[config.mk]
export PLATFORM = sky130hd
export DESIGN_NAME = space_split_token_classifier_unit_flat
export DESIGN_NICKNAME = d
export VERILOG_FILES = /design/src/sstc_pkg.sv /design/src/sstc_if.sv /design/src/space_split_token_classifier_unit.sv /design/src/flat_wrapper.sv
export VERILOG_INCLUDE_DIRS = /design/src /design/src/src
export SDC_FILE = /design/constraint.sdc
export NUM_CORES = 1
export LEC_CHECK = 0
export ABC_AREA = 0
export CORE_MARGIN = 2
export CORE_UTILIZATION = 29
export CTS_BUF_LIST = sky130_fd_sc_hd__clkbuf_8
export CTS_CLUSTER_DIAMETER = 200
export DETAILED_ROUTE_END_ITERATION = 7
export DONT_BUFFER_PORTS = 1
export SYNTH_ARGS = -nofsm -noshare
export SYNTH_HDL_FRONTEND = slang
export SYNTH_SLANG_ARGS = --single-unit
[constraint.sdc]
create_clock -name clk -period 6.7 [get_ports clk]
set_input_delay 0.67 -clock clk [delete_from_list [all_inputs] [get_ports clk]]
set_output_delay 0.67 -clock clk [all_outputs]
set_load 0.005 [all_outputs]
[src/space_split_token_classifier_unit_assert.svh]
// Assertion macros for the space-split token classifier.
// Each macro takes a label, a condition and a consequence, and needs clk and rst_n in scope.
`ifndef SPACE_SPLIT_TOKEN_CLASSIFIER_UNIT_ASSERT_SVH
`define SPACE_SPLIT_TOKEN_CLASSIFIER_UNIT_ASSERT_SVH

// The consequence must hold in the same cycle as the condition.
`define SSTC_ASSERT_NOW(lbl, ante, cons, msg) \
  lbl: assert property (@(posedge clk) disable iff (!rst_n) (ante) |-> (cons)) \
    else $error(msg);

// The consequence must hold in the cycle after the condition.
`define SSTC_ASSERT_NEXT(lbl, ante, cons, msg) \
  lbl: assert property (@(posedge clk) disable iff (!rst_n) (ante) |=> (cons)) \
    else $error(msg);

`endif

[src/sstc_pkg.sv]
// Shared constants and types of the space-split token classifier.
// Used by the channel interfaces and the top level; depends on nothing.
`timescale 1ns / 1ps

package sstc_pkg;

  localparam int MAX_LINE   = 4096;
  localparam int POS_W      = $clog2(MAX_LINE);
  localparam int LEN_W      = POS_W + 1;
  localparam int CLASS_W    = 5;
  localparam int NUM_KW     = 13;
  localparam int FIFO_DEPTH = 4;
  localparam int PTR_W      = $clog2(FIFO_DEPTH);
  localparam int CNT_W      = $clog2(FIFO_DEPTH + 1);

  localparam logic [CLASS_W-1:0] CLS_NAME    = 5'd13;
  localparam logic [CLASS_W-1:0] CLS_NUMERAL = 5'd14;
  localparam logic [CLASS_W-1:0] CLS_ERROR   = 5'd15;
  localparam logic [CLASS_W-1:0] CLS_EMPTY   = 5'd16;
  localparam logic [CLASS_W-1:0] CLS_END     = 5'd17;

  localparam logic [7:0] CHAR_SPACE = 8'h20;

  // Keyword bytes, first byte in the low bits, unused upper bytes zero.
  localparam logic [31:0] KW_TEXT [NUM_KW] = '{
    32'h2174_6567,  // get!
    32'h2163_7470,  // ptc!
    32'h0000_003D,  // =
    32'h0000_002B,  // +
    32'h0000_002D,  // -
    32'h0000_002A,  // *
    32'h0000_2A2A,  // **
    32'h0000_002F,  // /
    32'h0000_0028,  // (
    32'h0000_0029,  // )
    32'h0000_3D2B,  // +=
    32'h2164_6D63,  // cmd!
    32'h0000_2F2F   // //
  };

  localparam logic [2:0] KW_LEN [NUM_KW] = '{
    3'd4, 3'd4, 3'd1, 3'd1, 3'd1, 3'd1, 3'd2, 3'd1, 3'd1, 3'd1, 3'd2, 3'd4, 3'd2
  };

  typedef struct packed {
    logic [CLASS_W-1:0] token_class;
    logic [POS_W-1:0]   word_start;
    logic [LEN_W-1:0]   word_length;
    logic               is_last;
  } token_t;

endpackage

[src/sstc_if.sv]
// Channel interfaces of the space-split token classifier: byte input and token output.
// Depends on sstc_pkg for the field widths.
`timescale 1ns / 1ps

interface sstc_in_if
  import sstc_pkg::*;
  ();
  logic       valid;
  logic       ready;
  logic [7:0] char_code;
  logic       char_valid;
  logic       line_end;

  modport source (output valid, char_code, char_valid, line_end, input ready);
  modport sink (input valid, char_code, char_valid, line_end, output ready);
endinterface

interface sstc_out_if
  import sstc_pkg::*;
  ();
  logic               valid;
  logic               ready;
  logic [CLASS_W-1:0] token_class;
  logic [POS_W-1:0]   word_start;
  logic [LEN_W-1:0]   word_length;
  logic               is_last;

  modport source (output valid, token_class, word_start, word_length, is_last, input ready);
  modport sink (input valid, token_class, word_start, word_length, is_last, output ready);
endinterface

[src/space_split_token_classifier_unit.sv]
// Space-split token classifier: splits a byte stream at spaces and classifies each word.
// Usage: in_beat carries one byte (or a bare end marker) per beat, with a line-end flag.
// out_beat carries one token per beat: class, word start, word length and is_last.
// A word closes on a space or at line end; a line end also yields an empty-line token
// when the line held no word, followed by an end token with is_last set.
// The word state and line position update in the cycle a beat is accepted, and the
// tokens it causes enter a four-entry output queue in the same cycle.
// Throughput: one input beat per cycle while each beat yields at most one token and the
// receiver does not stall. The output moves one token per cycle, so a beat that yields
// two tokens leaves as two output beats; in_ready is high only while the queue has two
// free entries. When the receiver stalls, tokens stay in the queue in order and in_ready
// drops once the queue cannot take two more tokens; nothing is lost or repeated.
// Reset (synchronous, active low) empties the queue and returns the word and line
// state to the start of a line.
// Depends on sstc_pkg, the channel interfaces in sstc_if.sv and the assertion macros.
`timescale 1ns / 1ps
`include "space_split_token_classifier_unit_assert.svh"

module space_split_token_classifier_unit
  import sstc_pkg::*;
(
  input  logic              clk,
  input  logic              rst_n,
  sstc_in_if.sink           in_beat,
  sstc_out_if.source        out_beat
);

  logic [31:0]      head_r, head_nxt, head_a;
  logic [LEN_W-1:0] len_r, len_nxt, len_a;
  logic             letters_r, letters_nxt, letters_a;
  logic             numeric_r, numeric_nxt, numeric_a;
  logic [POS_W-1:0] pos_r, pos_nxt;
  logic [POS_W-1:0] start_r, start_nxt, start_a;
  logic             had_r, had_nxt, had_a;

  token_t           fifo_r [FIFO_DEPTH];
  logic [PTR_W-1:0] wr_ptr_r, rd_ptr_r;
  logic [CNT_W-1:0] cnt_r;

  logic [7:0]       ch;
  logic             accept, pop, is_space, is_char, is_letter, is_numer, line_end;
  logic             word_emit, empty_emit;
  logic [31:0]      tok_head;
  logic [LEN_W-1:0] tok_len;
  logic [POS_W-1:0] tok_start;
  logic             tok_letters, tok_numeric;
  logic [CLASS_W-1:0] tok_class;
  token_t           res0, res1, word_tok, empty_tok, end_tok;
  logic [1:0]       n_push;

  assign accept   = in_beat.valid && in_beat.ready;
  assign pop      = out_beat.valid && out_beat.ready;
  assign ch       = in_beat.char_code;
  assign line_end = in_beat.line_end;
  assign is_space = in_beat.char_valid && (ch == CHAR_SPACE);
  assign is_char  = in_beat.char_valid && (ch != CHAR_SPACE);

  assign is_letter = (ch >= 8'h61 && ch <= 8'h7A) || (ch >= 8'h41 && ch <= 8'h5A)
                     || (ch == 8'h5F);
  assign is_numer  = (ch >= 8'h30 && ch <= 8'h39) || (ch == 8'h2E) || (ch == 8'h2D)
                     || (ch == 8'h2B);

  // Word state after taking a non-space byte.
  always_comb begin
    head_a = head_r;
    if (len_r < LEN_W'(4)) begin
      case (len_r[1:0])
        2'd0:    head_a[7:0]   = ch;
        2'd1:    head_a[15:8]  = ch;
        2'd2:    head_a[23:16] = ch;
        default: head_a[31:24] = ch;
      endcase
    end
    len_a     = (len_r < LEN_W'(MAX_LINE)) ? len_r + LEN_W'(1) : len_r;
    letters_a = letters_r && is_letter;
    numeric_a = numeric_r && is_numer;
    start_a   = (len_r == '0) ? pos_r : start_r;
    had_a     = had_r || is_char;
  end

  // The token closed by a space uses the word as it stood; otherwise the updated word.
  always_comb begin
    if (is_char) begin
      tok_head    = head_a;
      tok_len     = len_a;
      tok_start   = start_a;
      tok_letters = letters_a;
      tok_numeric = numeric_a;
    end else begin
      tok_head    = head_r;
      tok_len     = len_r;
      tok_start   = start_r;
      tok_letters = letters_r;
      tok_numeric = numeric_r;
    end
  end

  always_comb begin
    if (tok_letters) begin
      tok_class = CLS_NAME;
    end else if (tok_numeric) begin
      tok_class = CLS_NUMERAL;
    end else begin
      tok_class = CLS_ERROR;
    end
    for (int i = NUM_KW - 1; i >= 0; i--) begin
      if (tok_len == LEN_W'(KW_LEN[i]) && tok_head == KW_TEXT[i]) begin
        tok_class = CLASS_W'(i);
      end
    end
  end

  assign word_emit  = (is_space && len_r != '0) || (line_end && is_char)
                      || (line_end && !in_beat.char_valid && len_r != '0);
  assign empty_emit = line_end && !had_a;

  always_comb begin
    word_tok  = '{token_class: tok_class, word_start: tok_start, word_length: tok_len,
                  is_last: 1'b0};
    empty_tok = '{token_class: CLS_EMPTY, word_start: '0, word_length: '0, is_last: 1'b0};
    end_tok   = '{token_class: CLS_END, word_start: '0, word_length: '0, is_last: 1'b1};
    res1      = end_tok;
    if (word_emit) begin
      res0 = word_tok;
    end else if (empty_emit) begin
      res0 = empty_tok;
    end else begin
      res0 = end_tok;
    end
    n_push = 2'(word_emit) + 2'(empty_emit) + 2'(line_end);
  end

  always_comb begin
    head_nxt    = head_r;
    len_nxt     = len_r;
    letters_nxt = letters_r;
    numeric_nxt = numeric_r;
    pos_nxt     = pos_r;
    start_nxt   = start_r;
    had_nxt     = had_r;
    if (accept) begin
      if (line_end) begin
        head_nxt    = '0;
        len_nxt     = '0;
        letters_nxt = 1'b1;
        numeric_nxt = 1'b1;
        pos_nxt     = '0;
        start_nxt   = '0;
        had_nxt     = 1'b0;
      end else if (is_space) begin
        head_nxt    = '0;
        len_nxt     = '0;
        letters_nxt = 1'b1;
        numeric_nxt = 1'b1;
        start_nxt   = '0;
      end else if (is_char) begin
        head_nxt    = head_a;
        len_nxt     = len_a;
        letters_nxt = letters_a;
        numeric_nxt = numeric_a;
        start_nxt   = start_a;
        had_nxt     = had_a;
      end
      if (!line_end && in_beat.char_valid && pos_r < POS_W'(MAX_LINE - 1)) begin
        pos_nxt = pos_r + POS_W'(1);
      end
    end
  end

  always_ff @(posedge clk) begin
    if (!rst_n) begin
      head_r    <= '0;
      len_r     <= '0;
      letters_r <= 1'b1;
      numeric_r <= 1'b1;
      pos_r     <= '0;
      start_r   <= '0;
      had_r     <= 1'b0;
    end else begin
      head_r    <= head_nxt;
      len_r     <= len_nxt;
      letters_r <= letters_nxt;
      numeric_r <= numeric_nxt;
      pos_r     <= pos_nxt;
      start_r   <= start_nxt;
      had_r     <= had_nxt;
    end
  end

  always_ff @(posedge clk) begin
    if (accept && n_push != 2'd0) begin
      fifo_r[wr_ptr_r] <= res0;
    end
    if (accept && n_push == 2'd2) begin
      fifo_r[wr_ptr_r + PTR_W'(1)] <= res1;
    end
  end

  always_ff @(posedge clk) begin
    if (!rst_n) begin
      wr_ptr_r <= '0;
      rd_ptr_r <= '0;
      cnt_r    <= '0;
    end else begin
      if (accept) begin
        wr_ptr_r <= wr_ptr_r + PTR_W'(n_push);
      end
      if (pop) begin
        rd_ptr_r <= rd_ptr_r + PTR_W'(1);
      end
      cnt_r <= cnt_r + (accept ? CNT_W'(n_push) : CNT_W'(0)) - CNT_W'(pop);
    end
  end

  assign in_beat.ready        = cnt_r <= CNT_W'(FIFO_DEPTH - 2);
  assign out_beat.valid       = cnt_r != '0;
  assign out_beat.token_class = fifo_r[rd_ptr_r].token_class;
  assign out_beat.word_start  = fifo_r[rd_ptr_r].word_start;
  assign out_beat.word_length = fifo_r[rd_ptr_r].word_length;
  assign out_beat.is_last     = fifo_r[rd_ptr_r].is_last;

  `SSTC_ASSERT_NOW(a_queue_bound, 1'b1, cnt_r <= CNT_W'(FIFO_DEPTH),
    "Output queue holds more tokens than it has entries.")
  `SSTC_ASSERT_NEXT(a_line_reset, accept && line_end,
    pos_r == '0 && len_r == '0 && !had_r,
    "Line state was not cleared after a line end.")
  `SSTC_ASSERT_NOW(a_last_is_end, out_beat.valid && out_beat.is_last,
    out_beat.token_class == CLS_END,
    "A token marked last is not an end token.")

endmodule

[src/flat_wrapper.sv]
// flat-port wrapper written by rule: the top's interface ports become plain ports
module space_split_token_classifier_unit_flat import sstc_pkg::*;
  (clk, rst_n, in_beat_valid, in_beat_char_code, in_beat_char_valid, in_beat_line_end, in_beat_ready, out_beat_valid, out_beat_token_class, out_beat_word_start, out_beat_word_length, out_beat_is_last, out_beat_ready);
  sstc_in_if in_beat_i ();
  sstc_out_if out_beat_i ();
  input  logic clk;
  input  logic rst_n;
  input wire logic [$bits(in_beat_i.valid)-1:0] in_beat_valid;
  input wire logic [$bits(in_beat_i.char_code)-1:0] in_beat_char_code;
  input wire logic [$bits(in_beat_i.char_valid)-1:0] in_beat_char_valid;
  input wire logic [$bits(in_beat_i.line_end)-1:0] in_beat_line_end;
  output wire logic [$bits(in_beat_i.ready)-1:0] in_beat_ready;
  output wire logic [$bits(out_beat_i.valid)-1:0] out_beat_valid;
  output wire logic [$bits(out_beat_i.token_class)-1:0] out_beat_token_class;
  output wire logic [$bits(out_beat_i.word_start)-1:0] out_beat_word_start;
  output wire logic [$bits(out_beat_i.word_length)-1:0] out_beat_word_length;
  output wire logic [$bits(out_beat_i.is_last)-1:0] out_beat_is_last;
  input wire logic [$bits(out_beat_i.ready)-1:0] out_beat_ready;
  assign in_beat_i.valid = in_beat_valid;
  assign in_beat_i.char_code = in_beat_char_code;
  assign in_beat_i.char_valid = in_beat_char_valid;
  assign in_beat_i.line_end = in_beat_line_end;
  assign in_beat_ready = in_beat_i.ready;
  assign out_beat_valid = out_beat_i.valid;
  assign out_beat_token_class = out_beat_i.token_class;
  assign out_beat_word_start = out_beat_i.word_start;
  assign out_beat_word_length = out_beat_i.word_length;
  assign out_beat_is_last = out_beat_i.is_last;
  assign out_beat_i.ready = out_beat_ready;
  space_split_token_classifier_unit u_core (.clk(clk), .rst_n(rst_n), .in_beat(in_beat_i), .out_beat(out_beat_i));
endmodule
==> impl_results.md <==
* Most common cell on crit path: inv_1
* Area Growth Syn to Fin at 9.59%
* Worst hold path class: in2reg
* Register area share after synthesis at 38.8%
* Most area-consuming cells after synthesis: dfxtp_1 (39%), nand2_1 (10%), a21oi_1 (6.8%)
* Slowest CP cell: nor3_2
* # H-tree levels at 2
* Final setup violation count at 0
* Die height at roughly 190 um
* Core area at 35,700 um^2
* Comb pwr share at 18.9%
* Wire per inst at 17.5 um
* NetSw at just over 0.0009 W
* Setup Crit Path Kind: reg2reg
* First-pass GRT wire length at ~48 mm
* Num ports at 47
* Synthesized flop and latch total at about 210
* Routed wire length at 30.5 mm
* Worst-path maximum fanout at 25
* Syn_nets at 1,330
* Clock skew at about 0.026 ns
* GPL Wtd Cong at approximately 0.89
* Initial antenna violation count at 0
* Primary FF master, synth: dfxtp_1
* Post-synth EDFFs at 0
* Fin util at 32.4%
* Vias in the first global route at 8,654
* Tightest Pin Transition at about 1.1 ns
* Total track usage at 15.8%
* Final max-slew violation count at 0
* Dpl cells at roughly 1,700
* Delay-heaviest family, CP: simple AND/OR/NAND/NOR gates
* Max incr delay on CP at 0.89 ns
* Power density over cell area at 261 nW/um^2
* Row count at 69
* Port bufs at 0
* Startpoint types: flip-flop
* Worst-path clk slew at around 0.07 ns
* Maximum vdd drop at 0.128 mV
* Synth Area per Inst at 8.12 um^2
* Clock power share at 36.1%
* Clk buf depth at 3
* Required time of the critical path at 7.12 ns
* Critical Path End Type: flip-flop
* Int Pwr at ~0.0021 W
* Diode count at 0
* Yosys cell types at 77
* Total grt overflow at 0
* TritonCTS clock tree: done
* Number of remaining DRC errors at 0
* Clock sink count at 205
* Inserted Clock Buffers at 35
* Post-CTS sizing at 0
* P_leak at 3.75 nW
* Yosys top cell area share at 38.8%
* Max_cap viols at 0
* Root Driver: clkbuf_8
* RSZ-0062 raised after global routing: no
* Final period utilization at 71.2%
* Iteration-0 DRC Markers at 979
* Via-to-Cell Ratio at 5.36
* Status: complete, no violations
* Crit path time final at 4.77 ns
* DRT Pass-1 Iters at 7
* Post-CTS Setup Repair Bufs at 0
* Latest clock arrival within the worst-skew pair at 0.55 ns
* Die W at 195 um
* Final Non-Filler Cells at 1,741
* Setup TNS at 0 ns
* Highest Clock Rate at between 0.2 and 0.25 GHz
* Hold buffers post-CTS at 0
* DP HPWL at 20.5 mm
* DRT antenna net count at 0
* Sw Ratio at approximately 31%
* Via count at 9,333
* YS warnings at 0
* Sequential share of power at 45.0%
* Synth area leader: dfxtp_1
* CP Buf/Inv Count at 3
* FFs w/ async S/R, synth at 0%
* Relative slew slack at 24.5%
* Data arrival, critical path at 5.19 ns
* Die area at 38,000 um^2
* Largest net degree at the start of global routing at 71
* NumNets Final at about 1,300
* Fin. Hold Viols at 0
* Post-Syn Instances at between 1,000 and 1,500
* Share of layout cells above drive strength 1 at 10.4%
* Worst path cell trace: nor4_2 > nand4_1 > o21ai_0 > nand2_1 > inv_1 > fa_1 > inv_1 > or3_1 > nor3_2 > buf_4 > o22ai_1
* Initial cell density of the core at 29.6%
* # fillers at around 3,800
* Mapped cell area at 10,600 um^2
state kept, by name, indices dropped and copies added (netlist names), named ones only:
signal            flops
u_core.had_r          1
u_core.len_r         13
u_core.cnt_r          3
u_core.pos_r         12
u_core.numeric_r      1
u_core.start_r       12
u_core.rd_ptr_r       2
u_core.letters_r      1
u_core.fifo_r       124
u_core.wr_ptr_r       2
u_core.head_r        32
power groups by stage:
stage	clock [W]	combinational [W]	sequential [W]
2_1_floorplan	0	0.000445	0.00137
5_1_grt	0.00118	0.000637	0.00137
3_5_place_dp	0	0.000581	0.00139
6_report	0.00109	0.000573	0.00136
4_1_cts	0.00113	0.000583	0.00136
3_3_place_gp	0	0.000573	0.00139
path summary, 6_finish.rpt:
| kind | slack [ns] | cells after the start | start | end |
|---|---|---|---|---|
| hold / removal | 0.23 | 1 | rst_n | u_core.numeric_r |
| setup / recovery | 1.93 | 11 | u_core.len_r[5] | u_core.fifo_r[1][27] |
| hold reg to reg | 0.45 | 2 | u_core.fifo_r[3][29] | u_core.fifo_r[3][29] |
| setup reg to reg | 1.93 | 11 | u_core.len_r[5] | u_core.fifo_r[1][27] |
kinds of logic after synthesis:
group,Yosys count,synth area share (%)
AND/OR/NAND/NOR,589,27.1
AO/OA/AOI/OAI,311,18.4
flip-flops,205,38.8
buffers and inverters,121,4.52
multiplexers,39,7.43
XOR/XNOR,25,2.07
adder cells (fa/ha/maj),13,1.68
placed cells by master (no fill, tap or decap), types with 5 or more instances in the layout:
cell | synthesis | routed
nand2_1 | 289 | 289
dfxtp_1 | 205 | 204
a21oi_1 | 144 | 144
nor2b_1 | 60 | 60
nor2_1 | 58 | 55
a22oi_1 | 45 | 45
clkbuf_8 | 0 | 42
nand3_1 | 34 | 34
mux4_2 | 31 | 31
inv_1 | 17 | 30
o21ai_0 | 29 | 28
nor3_1 | 26 | 22
buf_4 | 3 | 20
and2_1 | 18 | 18
nand4_1 | 18 | 18
or3_1 | 15 | 15
xor2_1 | 15 | 15
o21ai_1 | 12 | 13
nor4_1 | 14 | 13
and3_1 | 12 | 12
o22ai_1 | 12 | 12
a31oi_1 | 11 | 11
ha_1 | 11 | 11
xnor2_1 | 10 | 10
a21boi_0 | 7 | 7
nand2b_1 | 6 | 6
or4_1 | 6 | 6
nor4_2 | 4 | 5
nor3_2 | 1 | 5
mux2i_1 | 5 | 5
and4_1 | 5 | 5
o31ai_1 | 5 | 5
layout make-up:
cell class                 instances  area [um^2]  area share, %
multi-input combinational        977         6030           52.0
sequential                       205         4110           35.4
clock buffer                      42          578           4.99
tap                              461          577           4.98
timing repair buffer              20          150           1.30
clock inverter                    19         87.6          0.756
inverter                          17         63.8          0.551
cells in the mapped netlist (7+ instances only):
library cell / n
nor4_1: 14
buf_1: 11
a21boi_0: 7
nor3_1: 26
and2_1: 18
o21ai_0: 29
nor2_1: 58
xor2_1: 15
nand3_1: 34
inv_1: 17
nor2b_1: 60
nand4_1: 18
nand2_1: 289
clkbuf_1: 80
mux4_2: 31
o21ai_1: 12
xnor2_1: 10
a22oi_1: 45
and3_1: 12
a31oi_1: 11
ha_1: 11
dfxtp_1: 205
buf_2: 10
a21oi_1: 144
or3_1: 15
o22ai_1: 12
worst register-to-register path: cells and delay by family (launching register included):
family / cells / cell delay (ns)
compound gates: 2 / 0.38
buf+inv: 3 / 1.09
flops: 1 / 0.44
simple gates: 5 / 2.43
fa+ha+maj: 1 / 0.32
per-layer routing:
layer	wire length, um	vias up	GRT usage, %
li1	-	4522	-
met1	14300	4480	22.2
met2	13600	291	24.3
met3	2270	40	3.83
met4	383	0	3.90
met5	0	-	0
metrics by stage:
stage | cell area, um^2 | hold slack, ns | setup slack (ns) | total power (W)
global route | 11600 | 0.183 | 1.55 | 0.00319
floorplan | 10600 | 0.425 | 2.36 | 0.00182
detailed placement | 10900 | 0.443 | 1.84 | 0.00197
global placement | 10900 | 0.437 | 1.96 | 0.00196
CTS | 11600 | 0.176 | 2.02 | 0.00307
finish | 11600 | 0.230 | 1.93 | 0.00303
(Power assumes the default switching activity.)
